<file path="config.mk">
export PLATFORM = sky130hd
export DESIGN_NAME = line_editor_with_echo
export DESIGN_NICKNAME = d
export VERILOG_FILES = /design/src/hw/rtl/lned_pkg.sv /design/src/hw/rtl/lned_cmd_fifo.sv /design/src/hw/rtl/lned_front.sv /design/src/hw/rtl/lned_back.sv /design/src/hw/rtl/line_editor_with_echo.sv
export SDC_FILE = /design/constraint.sdc
export NUM_CORES = 1
export LEC_CHECK = 0
export BUFFER_PORTS_ARGS = -buffer_cell sky130_fd_sc_hd__buf_2
export CAP_MARGIN = 20
export CORE_UTILIZATION = 45
export CTS_BUF_LIST = sky130_fd_sc_hd__clkbuf_2
export DETAILED_ROUTE_END_ITERATION = 6
export HOLD_SLACK_MARGIN = 0.05
export MAX_ROUTING_LAYER = met4
export PLACE_DENSITY = 0.69
export SYNTH_ARGS = -nofsm -noshare
export SYNTH_HDL_FRONTEND = slang
export SYNTH_SLANG_ARGS = --single-unit
</file>
<file path="constraint.sdc">
create_clock -name clk_i -period 3.7 [get_ports clk_i]
set_input_delay 0.74 -clock clk_i [delete_from_list [all_inputs] [get_ports clk_i]]
set_output_delay 0.74 -clock clk_i [all_outputs]
set_load 0.05 [all_outputs]
</file>
<file path="src/hw/rtl/lned_pkg.sv">
// Package for the line editor: limits, character codes, queue command and result types.
`default_nettype none
package lned_pkg;

  // Line buffer depth; the editor addresses at most 256 entries.
  localparam int LINE_DEPTH     = 256;
  localparam int LINE_LIMIT_MAX = (LINE_DEPTH < 256) ? LINE_DEPTH : 256;

  // Command queue between front and back.
  localparam int QDEPTH = 2;
  localparam int QPTR_W = (QDEPTH > 1) ? $clog2(QDEPTH) : 1;
  localparam int QCNT_W = $clog2(QDEPTH + 1);

  // Configuration port.
  localparam int CFG_IDX_W  = 1;
  localparam int CFG_DATA_W = 9;
  localparam logic [CFG_IDX_W-1:0] CFG_MAX_LINE_LENGTH = 1'b0;
  localparam logic [CFG_IDX_W-1:0] CFG_ECHO_ENABLE     = 1'b1;

  // Character codes.
  localparam logic [7:0] CH_NUL   = 8'd0;
  localparam logic [7:0] CH_BS    = 8'd8;
  localparam logic [7:0] CH_LF    = 8'd10;
  localparam logic [7:0] CH_CR    = 8'd13;
  localparam logic [7:0] CH_SPACE = 8'd32;
  localparam logic [7:0] CH_DEL   = 8'd127;

  typedef enum logic [1:0] {
    CMD_STORE,
    CMD_END,
    CMD_ERASE
  } cmd_kind_e;

  typedef struct packed {
    cmd_kind_e  kind;
    logic [7:0] ch;
    logic [7:0] idx;
    logic       echo;
    logic       done;
  } cmd_t;

  typedef struct packed {
    logic [7:0] line_length;
    logic [7:0] write_byte;
    logic [7:0] write_index;
    logic [7:0] echo_byte;
  } res_data_t;

  typedef struct packed {
    logic line_done;
    logic write_valid;
    logic echo_valid;
  } res_user_t;

endpackage
`default_nettype wire

</file>
<file path="src/hw/rtl/lned_cmd_fifo.sv">
// Short command queue between the classifying front and the expanding back.
`default_nettype none
module lned_cmd_fifo
  import lned_pkg::*;
(
  input  wire logic clk_i,
  input  wire logic rst_ni,
  input  wire logic push_i,
  input  cmd_t      push_data_i,
  output logic      full_o,
  input  wire logic pop_i,
  output logic      head_valid_o,
  output cmd_t      head_o
);

  cmd_t              mem_q [QDEPTH];
  logic [QPTR_W-1:0] wr_q, wr_d, rd_q, rd_d;
  logic [QCNT_W-1:0] cnt_q, cnt_d;
  logic              do_push, do_pop;

  assign full_o       = (cnt_q == QCNT_W'(QDEPTH));
  assign head_valid_o = (cnt_q != '0);
  assign head_o       = mem_q[rd_q];
  assign do_push      = push_i && !full_o;
  assign do_pop       = pop_i && head_valid_o;

  always_comb begin
    wr_d  = wr_q;
    rd_d  = rd_q;
    cnt_d = cnt_q;
    if (do_push) begin
      wr_d = (wr_q == QPTR_W'(QDEPTH - 1)) ? '0 : wr_q + QPTR_W'(1);
    end
    if (do_pop) begin
      rd_d = (rd_q == QPTR_W'(QDEPTH - 1)) ? '0 : rd_q + QPTR_W'(1);
    end
    if (do_push && !do_pop) begin
      cnt_d = cnt_q + QCNT_W'(1);
    end else if (do_pop && !do_push) begin
      cnt_d = cnt_q - QCNT_W'(1);
    end
  end

  always_ff @(posedge clk_i or negedge rst_ni) begin
    if (!rst_ni) begin
      wr_q  <= '0;
      rd_q  <= '0;
      cnt_q <= '0;
    end else begin
      wr_q  <= wr_d;
      rd_q  <= rd_d;
      cnt_q <= cnt_d;
    end
  end

  always_ff @(posedge clk_i) begin
    if (do_push) begin
      mem_q[wr_q] <= push_data_i;
    end
  end

endmodule
`default_nettype wire

</file>
<file path="src/hw/rtl/lned_front.sv">
// Front end: config registers, byte classification and line index tracking.
`default_nettype none
module lned_front
  import lned_pkg::*;
(
  input  wire logic                  clk_i,
  input  wire logic                  rst_ni,
  input  wire logic                  cfg_we_i,
  input  wire logic [CFG_IDX_W-1:0]  cfg_idx_i,
  input  wire logic [CFG_DATA_W-1:0] cfg_data_i,
  input  wire logic                  rx_valid_i,
  output logic                       rx_ready_o,
  input  wire logic [7:0]            rx_byte_i,
  output logic                       push_o,
  output cmd_t                       push_data_o,
  input  wire logic                  q_full_i
);

  localparam logic [8:0] LimitMax = 9'(LINE_LIMIT_MAX);

  logic [8:0] max_len_q;
  logic       echo_q;
  logic [7:0] idx_q, idx_d;
  logic [8:0] lim;
  logic [7:0] lim_m1;
  logic [7:0] idx_inc;
  logic       accept;

  assign rx_ready_o = !q_full_i;
  assign accept     = rx_valid_i && rx_ready_o;
  assign idx_inc    = idx_q + 8'd1;

  // Clamp the limit to [2, LINE_LIMIT_MAX].
  always_comb begin
    if (max_len_q < 9'd2) begin
      lim = 9'd2;
    end else if (max_len_q > LimitMax) begin
      lim = LimitMax;
    end else begin
      lim = max_len_q;
    end
  end
  assign lim_m1 = 8'(lim - 9'd1);

  always_comb begin
    idx_d            = idx_q;
    push_o           = 1'b0;
    push_data_o      = '0;
    push_data_o.kind = CMD_END;
    push_data_o.ch   = rx_byte_i;
    push_data_o.idx  = idx_q;
    push_data_o.echo = echo_q;
    if (accept) begin
      if (rx_byte_i == CH_LF || rx_byte_i == CH_CR) begin
        push_o           = 1'b1;
        push_data_o.kind = CMD_END;
        idx_d            = '0;
      end else if (rx_byte_i == CH_BS || rx_byte_i == CH_DEL) begin
        if (idx_q != '0) begin
          idx_d            = idx_q - 8'd1;
          push_o           = echo_q;
          push_data_o.kind = CMD_ERASE;
        end
      end else if (idx_q >= lim_m1) begin
        // stale index after a limit shrink: drop the byte, close the line
        push_o           = 1'b1;
        push_data_o.kind = CMD_END;
        idx_d            = '0;
      end else begin
        push_o           = 1'b1;
        push_data_o.kind = CMD_STORE;
        push_data_o.done = (idx_inc >= lim_m1);
        idx_d            = (idx_inc >= lim_m1) ? '0 : idx_inc;
      end
    end
  end

  always_ff @(posedge clk_i or negedge rst_ni) begin
    if (!rst_ni) begin
      max_len_q <= 9'd256;
      echo_q    <= 1'b1;
      idx_q     <= '0;
    end else begin
      idx_q <= idx_d;
      if (cfg_we_i) begin
        unique case (cfg_idx_i)
          CFG_MAX_LINE_LENGTH: max_len_q <= cfg_data_i;
          CFG_ECHO_ENABLE:     echo_q    <= cfg_data_i[0];
          default: ;
        endcase
      end
    end
  end

endmodule
`default_nettype wire

</file>
<file path="src/hw/rtl/lned_back.sv">
// Back end: expands queued commands into result transactions through an output register.
`default_nettype none
module lned_back
  import lned_pkg::*;
(
  input  wire logic  clk_i,
  input  wire logic  rst_ni,
  input  wire logic  head_valid_i,
  input  cmd_t       head_i,
  output logic       pop_o,
  output logic       out_valid_o,
  input  wire logic  out_ready_i,
  output res_data_t  out_data_o,
  output res_user_t  out_user_o,
  output logic       out_last_o
);

  logic [1:0] step_q, step_d;
  logic       valid_q, valid_d;
  res_data_t  data_q, data_d;
  res_user_t  user_q, user_d;
  logic       last_q, last_d;
  logic       final_step;
  logic       load;
  logic [7:0] idx_next;

  assign load     = head_valid_i && (!valid_q || out_ready_i);
  assign pop_o    = load && final_step;
  assign idx_next = head_i.idx + 8'd1;

  always_comb begin
    data_d     = '0;
    user_d     = '0;
    last_d     = 1'b1;
    final_step = 1'b1;
    unique case (head_i.kind)
      CMD_STORE: begin
        if (step_q == 2'd0) begin
          user_d.echo_valid  = head_i.echo;
          data_d.echo_byte   = head_i.echo ? head_i.ch : CH_NUL;
          user_d.write_valid = 1'b1;
          data_d.write_index = head_i.idx;
          data_d.write_byte  = head_i.ch;
          last_d             = !head_i.done;
          final_step         = !head_i.done;
        end else begin
          // terminator after the store that filled the line
          user_d.write_valid = 1'b1;
          data_d.write_index = idx_next;
          data_d.write_byte  = CH_NUL;
          user_d.line_done   = 1'b1;
          data_d.line_length = idx_next;
        end
      end
      CMD_END: begin
        user_d.write_valid = 1'b1;
        data_d.write_index = head_i.idx;
        data_d.write_byte  = CH_NUL;
        user_d.line_done   = 1'b1;
        data_d.line_length = head_i.idx;
      end
      CMD_ERASE: begin
        user_d.echo_valid = 1'b1;
        data_d.echo_byte  = (step_q == 2'd1) ? CH_SPACE : CH_BS;
        last_d            = (step_q == 2'd2);
        final_step        = (step_q == 2'd2);
      end
      default: ;
    endcase
  end

  always_comb begin
    step_d = step_q;
    if (pop_o) begin
      step_d = '0;
    end else if (load) begin
      step_d = step_q + 2'd1;
    end
    if (load) begin
      valid_d = 1'b1;
    end else if (out_ready_i) begin
      valid_d = 1'b0;
    end else begin
      valid_d = valid_q;
    end
  end

  always_ff @(posedge clk_i or negedge rst_ni) begin
    if (!rst_ni) begin
      step_q  <= '0;
      valid_q <= 1'b0;
    end else begin
      step_q  <= step_d;
      valid_q <= valid_d;
    end
  end

  always_ff @(posedge clk_i) begin
    if (load) begin
      data_q <= data_d;
      user_q <= user_d;
      last_q <= last_d;
    end
  end

  assign out_valid_o = valid_q;
  assign out_data_o  = data_q;
  assign out_user_o  = user_q;
  assign out_last_o  = last_q;

endmodule
`default_nettype wire

</file>
<file path="src/hw/rtl/line_editor_with_echo.sv">
// Top level of the console line editor with echo.
// A byte's first result passes the command queue and the back end's output register.
// Throughput: one result transaction per cycle from that register while m_axis_tready
//   is high; a byte gives up to 3 results (3 for an echoed erase, 2 for a store
//   that fills the line). Bytes that give no result never reach the queue.
// Reset (async, active low): line index 0, max_line_length 256, echo on, queue empty.
`default_nettype none
module line_editor_with_echo
  import lned_pkg::*;
(
  input  wire logic                  clk_i,
  input  wire logic                  rst_ni,
  // configuration write port: index 0 max_line_length, 1 echo_enable
  input  wire logic                  cfg_we_i,
  input  wire logic [CFG_IDX_W-1:0]  cfg_idx_i,
  input  wire logic [CFG_DATA_W-1:0] cfg_data_i,
  // received bytes
  input  wire logic                  s_axis_tvalid,
  output logic                       s_axis_tready,
  input  wire logic [7:0]            s_axis_tdata,  // [7:0] rx_byte
  // results
  output logic                       m_axis_tvalid,
  input  wire logic                  m_axis_tready,
  // [7:0] echo_byte, [15:8] write_index, [23:16] write_byte, [31:24] line_length
  output logic [31:0]                m_axis_tdata,
  // [0] echo_valid, [1] write_valid, [2] line_done
  output logic [2:0]                 m_axis_tuser,
  output logic                       m_axis_tlast   // last result of the byte
);

  logic      push;
  cmd_t      push_data;
  logic      q_full;
  logic      pop;
  logic      head_valid;
  cmd_t      head;
  res_data_t out_data;
  res_user_t out_user;

  // Front: classifies each byte and owns the line index, so the next byte can
  // be taken while earlier commands still expand in the back.
  lned_front u_front (
    .clk_i       (clk_i),
    .rst_ni      (rst_ni),
    .cfg_we_i    (cfg_we_i),
    .cfg_idx_i   (cfg_idx_i),
    .cfg_data_i  (cfg_data_i),
    .rx_valid_i  (s_axis_tvalid),
    .rx_ready_o  (s_axis_tready),
    .rx_byte_i   (s_axis_tdata),
    .push_o      (push),
    .push_data_o (push_data),
    .q_full_i    (q_full)
  );

  // Two-entry command queue decouples the front from output stalls.
  lned_cmd_fifo u_fifo (
    .clk_i        (clk_i),
    .rst_ni       (rst_ni),
    .push_i       (push),
    .push_data_i  (push_data),
    .full_o       (q_full),
    .pop_i        (pop),
    .head_valid_o (head_valid),
    .head_o       (head)
  );

  // Back: one result per command step, one per cycle while m_axis_tready is high.
  lned_back u_back (
    .clk_i        (clk_i),
    .rst_ni       (rst_ni),
    .head_valid_i (head_valid),
    .head_i       (head),
    .pop_o        (pop),
    .out_valid_o  (m_axis_tvalid),
    .out_ready_i  (m_axis_tready),
    .out_data_o   (out_data),
    .out_user_o   (out_user),
    .out_last_o   (m_axis_tlast)
  );

  assign m_axis_tdata = out_data;
  assign m_axis_tuser = out_user;

endmodule
`default_nettype wire

</file>
==> impl_metrics.json <==
{
  "clock-sinks": 101,
  "nets": 543,
  "ff2ff_setup_slack_ns": 0.02,
  "synthArstFlopShare": 0.248,
  "ys_seq_area_frac": 0.575,
  "crit_family": "compound AO/OA/AOI/OAI gates",
  "fin_area_um2": 5860,
  "rsz0062_at_grt": "true",
  "antenna_cells": 0,
  "coreArea_um2": 10900,
  "cpPeakStageDelay_ns": 0.56,
  "viasPerCell": 5.47,
  "die_y_um": 108,
  "fp.dieW_um": 108,
  "dieArea_um2": 11700,
  "cts_tree": "built",
  "grt_remaining_overflow": 0,
  "holdWs_ns": 0.112,
  "path_buf_inv": 2,
  "drc": 0,
  "ys.flop_type": "edfxtp_1",
  "fmax_mhz": 271,
  "critical_path_arrival_ns": 4.16,
  "rows": 38,
  "cts_max_level": 3,
  "leakage_nw": 2.33,
  "drv_slew": 0,
  "dr.pass1.iters": 5,
  "cp.required_ns": 4.18,
  "path_clk_slew_ns": 0.32,
  "clkLatencyLatePin_ns": 0.57,
  "numCtsBuffers": 9,
  "ant_nets": 0,
  "hold_buffers": 0,
  "yosysUniqueCellTypes": 57,
  "finalWorstPathRequiredPeriod_ns": 3.68,
  "ys_seq_elements": 101,
  "synth_area_leaders": "edfxtp_1, dfrtp_1, ha_1",
  "syn_nets": 460,
  "grt_pass1_wl_um": 15900,
  "synth_enable_flop_cells": 76,
  "max-clock-path-buffers": 2,
  "antenna_found_initial": 0,
  "synth_largest_area_cell": "edfxtp_1",
  "hold_path.class": "in2async",
  "ir_worst_vdd_mv": 0.542,
  "grt_max_degree": 41,
  "grt_pass1_vias": 3307,
  "tightestPinTransition_ns": 0.795,
  "synth_top_cell_area_share": 0.451,
  "path_cells": "or4_4 > o211ai_1 > ha_2 > inv_2 > or3_1 > a31oi_2 > ha_1 > o21ai_1 > o21bai_1 > a31oi_1 > or2b_4 > a311oi_4 > buf_6 > a21oi_1 > o31ai_1",
  "syn_area_um2": 5060,
  "crit_path_max_fanout": 6,
  "dpl_cell_area_um2": 5610,
  "relSlewSlack": 0.469,
  "post_drt_wl_per_cell_um": 15.1,
  "max_cap_viol_count": 0,
  "synthCells": 412,
  "hold_violations": 0,
  "final_layout_size_suffix_gt1_frac": 0.294,
  "layout_common_cells": "edfxtp_1, buf_2, nor2_1, ha_1, buf_4",
  "tns_ns": 0,
  "worstSetupPathType": "reg2reg",
  "place.gp.congestion": 0.860,
  "initial_core_util": 0.465,
  "wl_um": 9650,
  "cts_root_buffer": "clkbuf_2",
  "fin_crit_sh": 0.996,
  "yosysWarnings": 0,
  "track_usage": 0.182,
  "drt-initial-drc-count": 143,
  "status": "complete, no violations",
  "post-dp-hpwl_um": 6820,
  "end_kind": "flop",
  "io_buffers": 60,
  "final_common_cell": "edfxtp_1",
  "place_ws_ns": 0.00569,
  "syn_to_final_growth_pct": 15.8,
  "crit_slowest_cell": "or4_4",
  "io_pins": 61,
  "vias": 3500,
  "power_density_nw_per_um2": 877,
  "start_kind": "flop",
  "syn-mean-instance-area_um2": 12.3,
  "setup_violations": 0,
  "layout_setup_ws_ns": 0.0153,
  "fin_worst_skew_ns": 0.0439
}
cell families (layout without fill, tap and decap cells):
family / count (synthesis) / count (layout) / synth area share
muxes: 35 / 35 / 0.0727
buffers and inverters: 25 / 113 / 0.0230
AOI/OAI and AO/OA: 87 / 87 / 0.115
xor gates and xnor gates: 12 / 12 / 0.0208
DFF: 101 / 101 / 0.575
and+or+nand+nor: 127 / 127 / 0.131
adders and majority gates: 25 / 25 / 0.0618
worst paths after layout:
path | from | to | depth (start not counted)
worst max-delay path | u_front.max_len_q[1] | u_front.idx_q[1] | 15
worst min-delay path | rst_ni | u_fifo.rd_q | 1
worst max register to register | u_front.max_len_q[1] | u_front.idx_q[1] | 15
worst min register to register | u_fifo.wr_q | u_fifo.wr_q | 1
max in group asynchronous | rst_ni | u_front.idx_q[0] | 1
min in group clk_i | s_axis_tdata[7] | u_fifo.mem_q[0][17] | 1
worst register-to-register path, cell delays in order (launching register included):
cell and delay [ns]:
dfrtp_1 0.45, or4_4 0.56, o211ai_1 0.25, ha_2 0.23
inv_2 0.04, or3_1 0.31, a31oi_2 0.17, ha_1 0.25
o21ai_1 0.07, o21bai_1 0.07, a31oi_1 0.18, or2b_4 0.30
a311oi_4 0.23, buf_6 0.16, a21oi_1 0.06, o31ai_1 0.25
power breakdown:
| part | leakage, nW | internal, mW | switching (mW) | total, mW |
|---|---|---|---|---|
| combinational | 1.22 | 0.868 | 1.77 | 2.64 |
| sequential | 1.04 | 1.75 | 0.233 | 1.98 |
| clock | 0.0712 | 0.114 | 0.409 | 0.523 |
| total | 2.33 | 2.73 | 2.41 | 5.14 |
sequential cells by signal, indices dropped and copies added, names as in the netlist:
name and count:
u_back.out_data_o 32, u_back.out_last_o 1, u_back.out_user_o 3, u_back.out_valid_o 1, u_back.step_q 2, u_fifo.cnt_q 2
u_fifo.mem_q 40, u_fifo.rd_q 1, u_fifo.wr_q 1, u_front.echo_q 1, u_front.idx_q 8, u_front.max_len_q 9
cell type report:
class / instances / area (µm²)
clock buffer: 9 / 45.0
clock inverter: 7 / 75.1
fill: 922 / 5030
inverter: 11 / 41.3
multi-input combinational: 286 / 2110
sequential: 101 / 2910
tap: 140 / 175
timing repair buffer: 86 / 503
synth_stat cells, drive strengths merged, types with 6 or more instances:
| cell | n |
|---|---|
| ha | 25 |
| nor2b | 6 |
| nand2 | 16 |
| mux2i | 21 |
| mux2 | 14 |
| dfrtp | 23 |
| inv | 11 |
| nand2b | 6 |
| nor2 | 35 |
| edfxtp | 76 |
| clkbuf | 11 |
| o21bai | 8 |
| nor3 | 17 |
| o21ai | 24 |
| a21oi | 25 |
| or3 | 7 |
| xnor2 | 8 |
| nand3 | 13 |
what timing repair did:
action                                  4_1_cts  5_1_grt
endpoints found under the setup margin        5       12
resized for setup                             4       15
endpoints found under the hold margin         0        0
pin swaps                                     5        6
setup buffers                                 6        0
per-layer routing:
metal / GRT usage / wire length, µm / vias up
met2: 0.308 / 4870 / 88
met4: 0.0636 / 184 / 0
met3: 0.0319 / 341 / 20
met1: 0.218 / 4260 / 1671
met5: - / 0 / -
li1: - / - / 1721
metrics by stage:
step           power (mW)   util  std cells
2_1_floorplan        3.91      -        412
3_3_place_gp         4.45  0.515        618
3_5_place_dp         4.52  0.515        618
4_1_cts              5.07  0.532        640
5_1_grt              5.47  0.538        640
6_report             5.14  0.538        640
No activity file was read; power rests on OpenSTA's default activity.
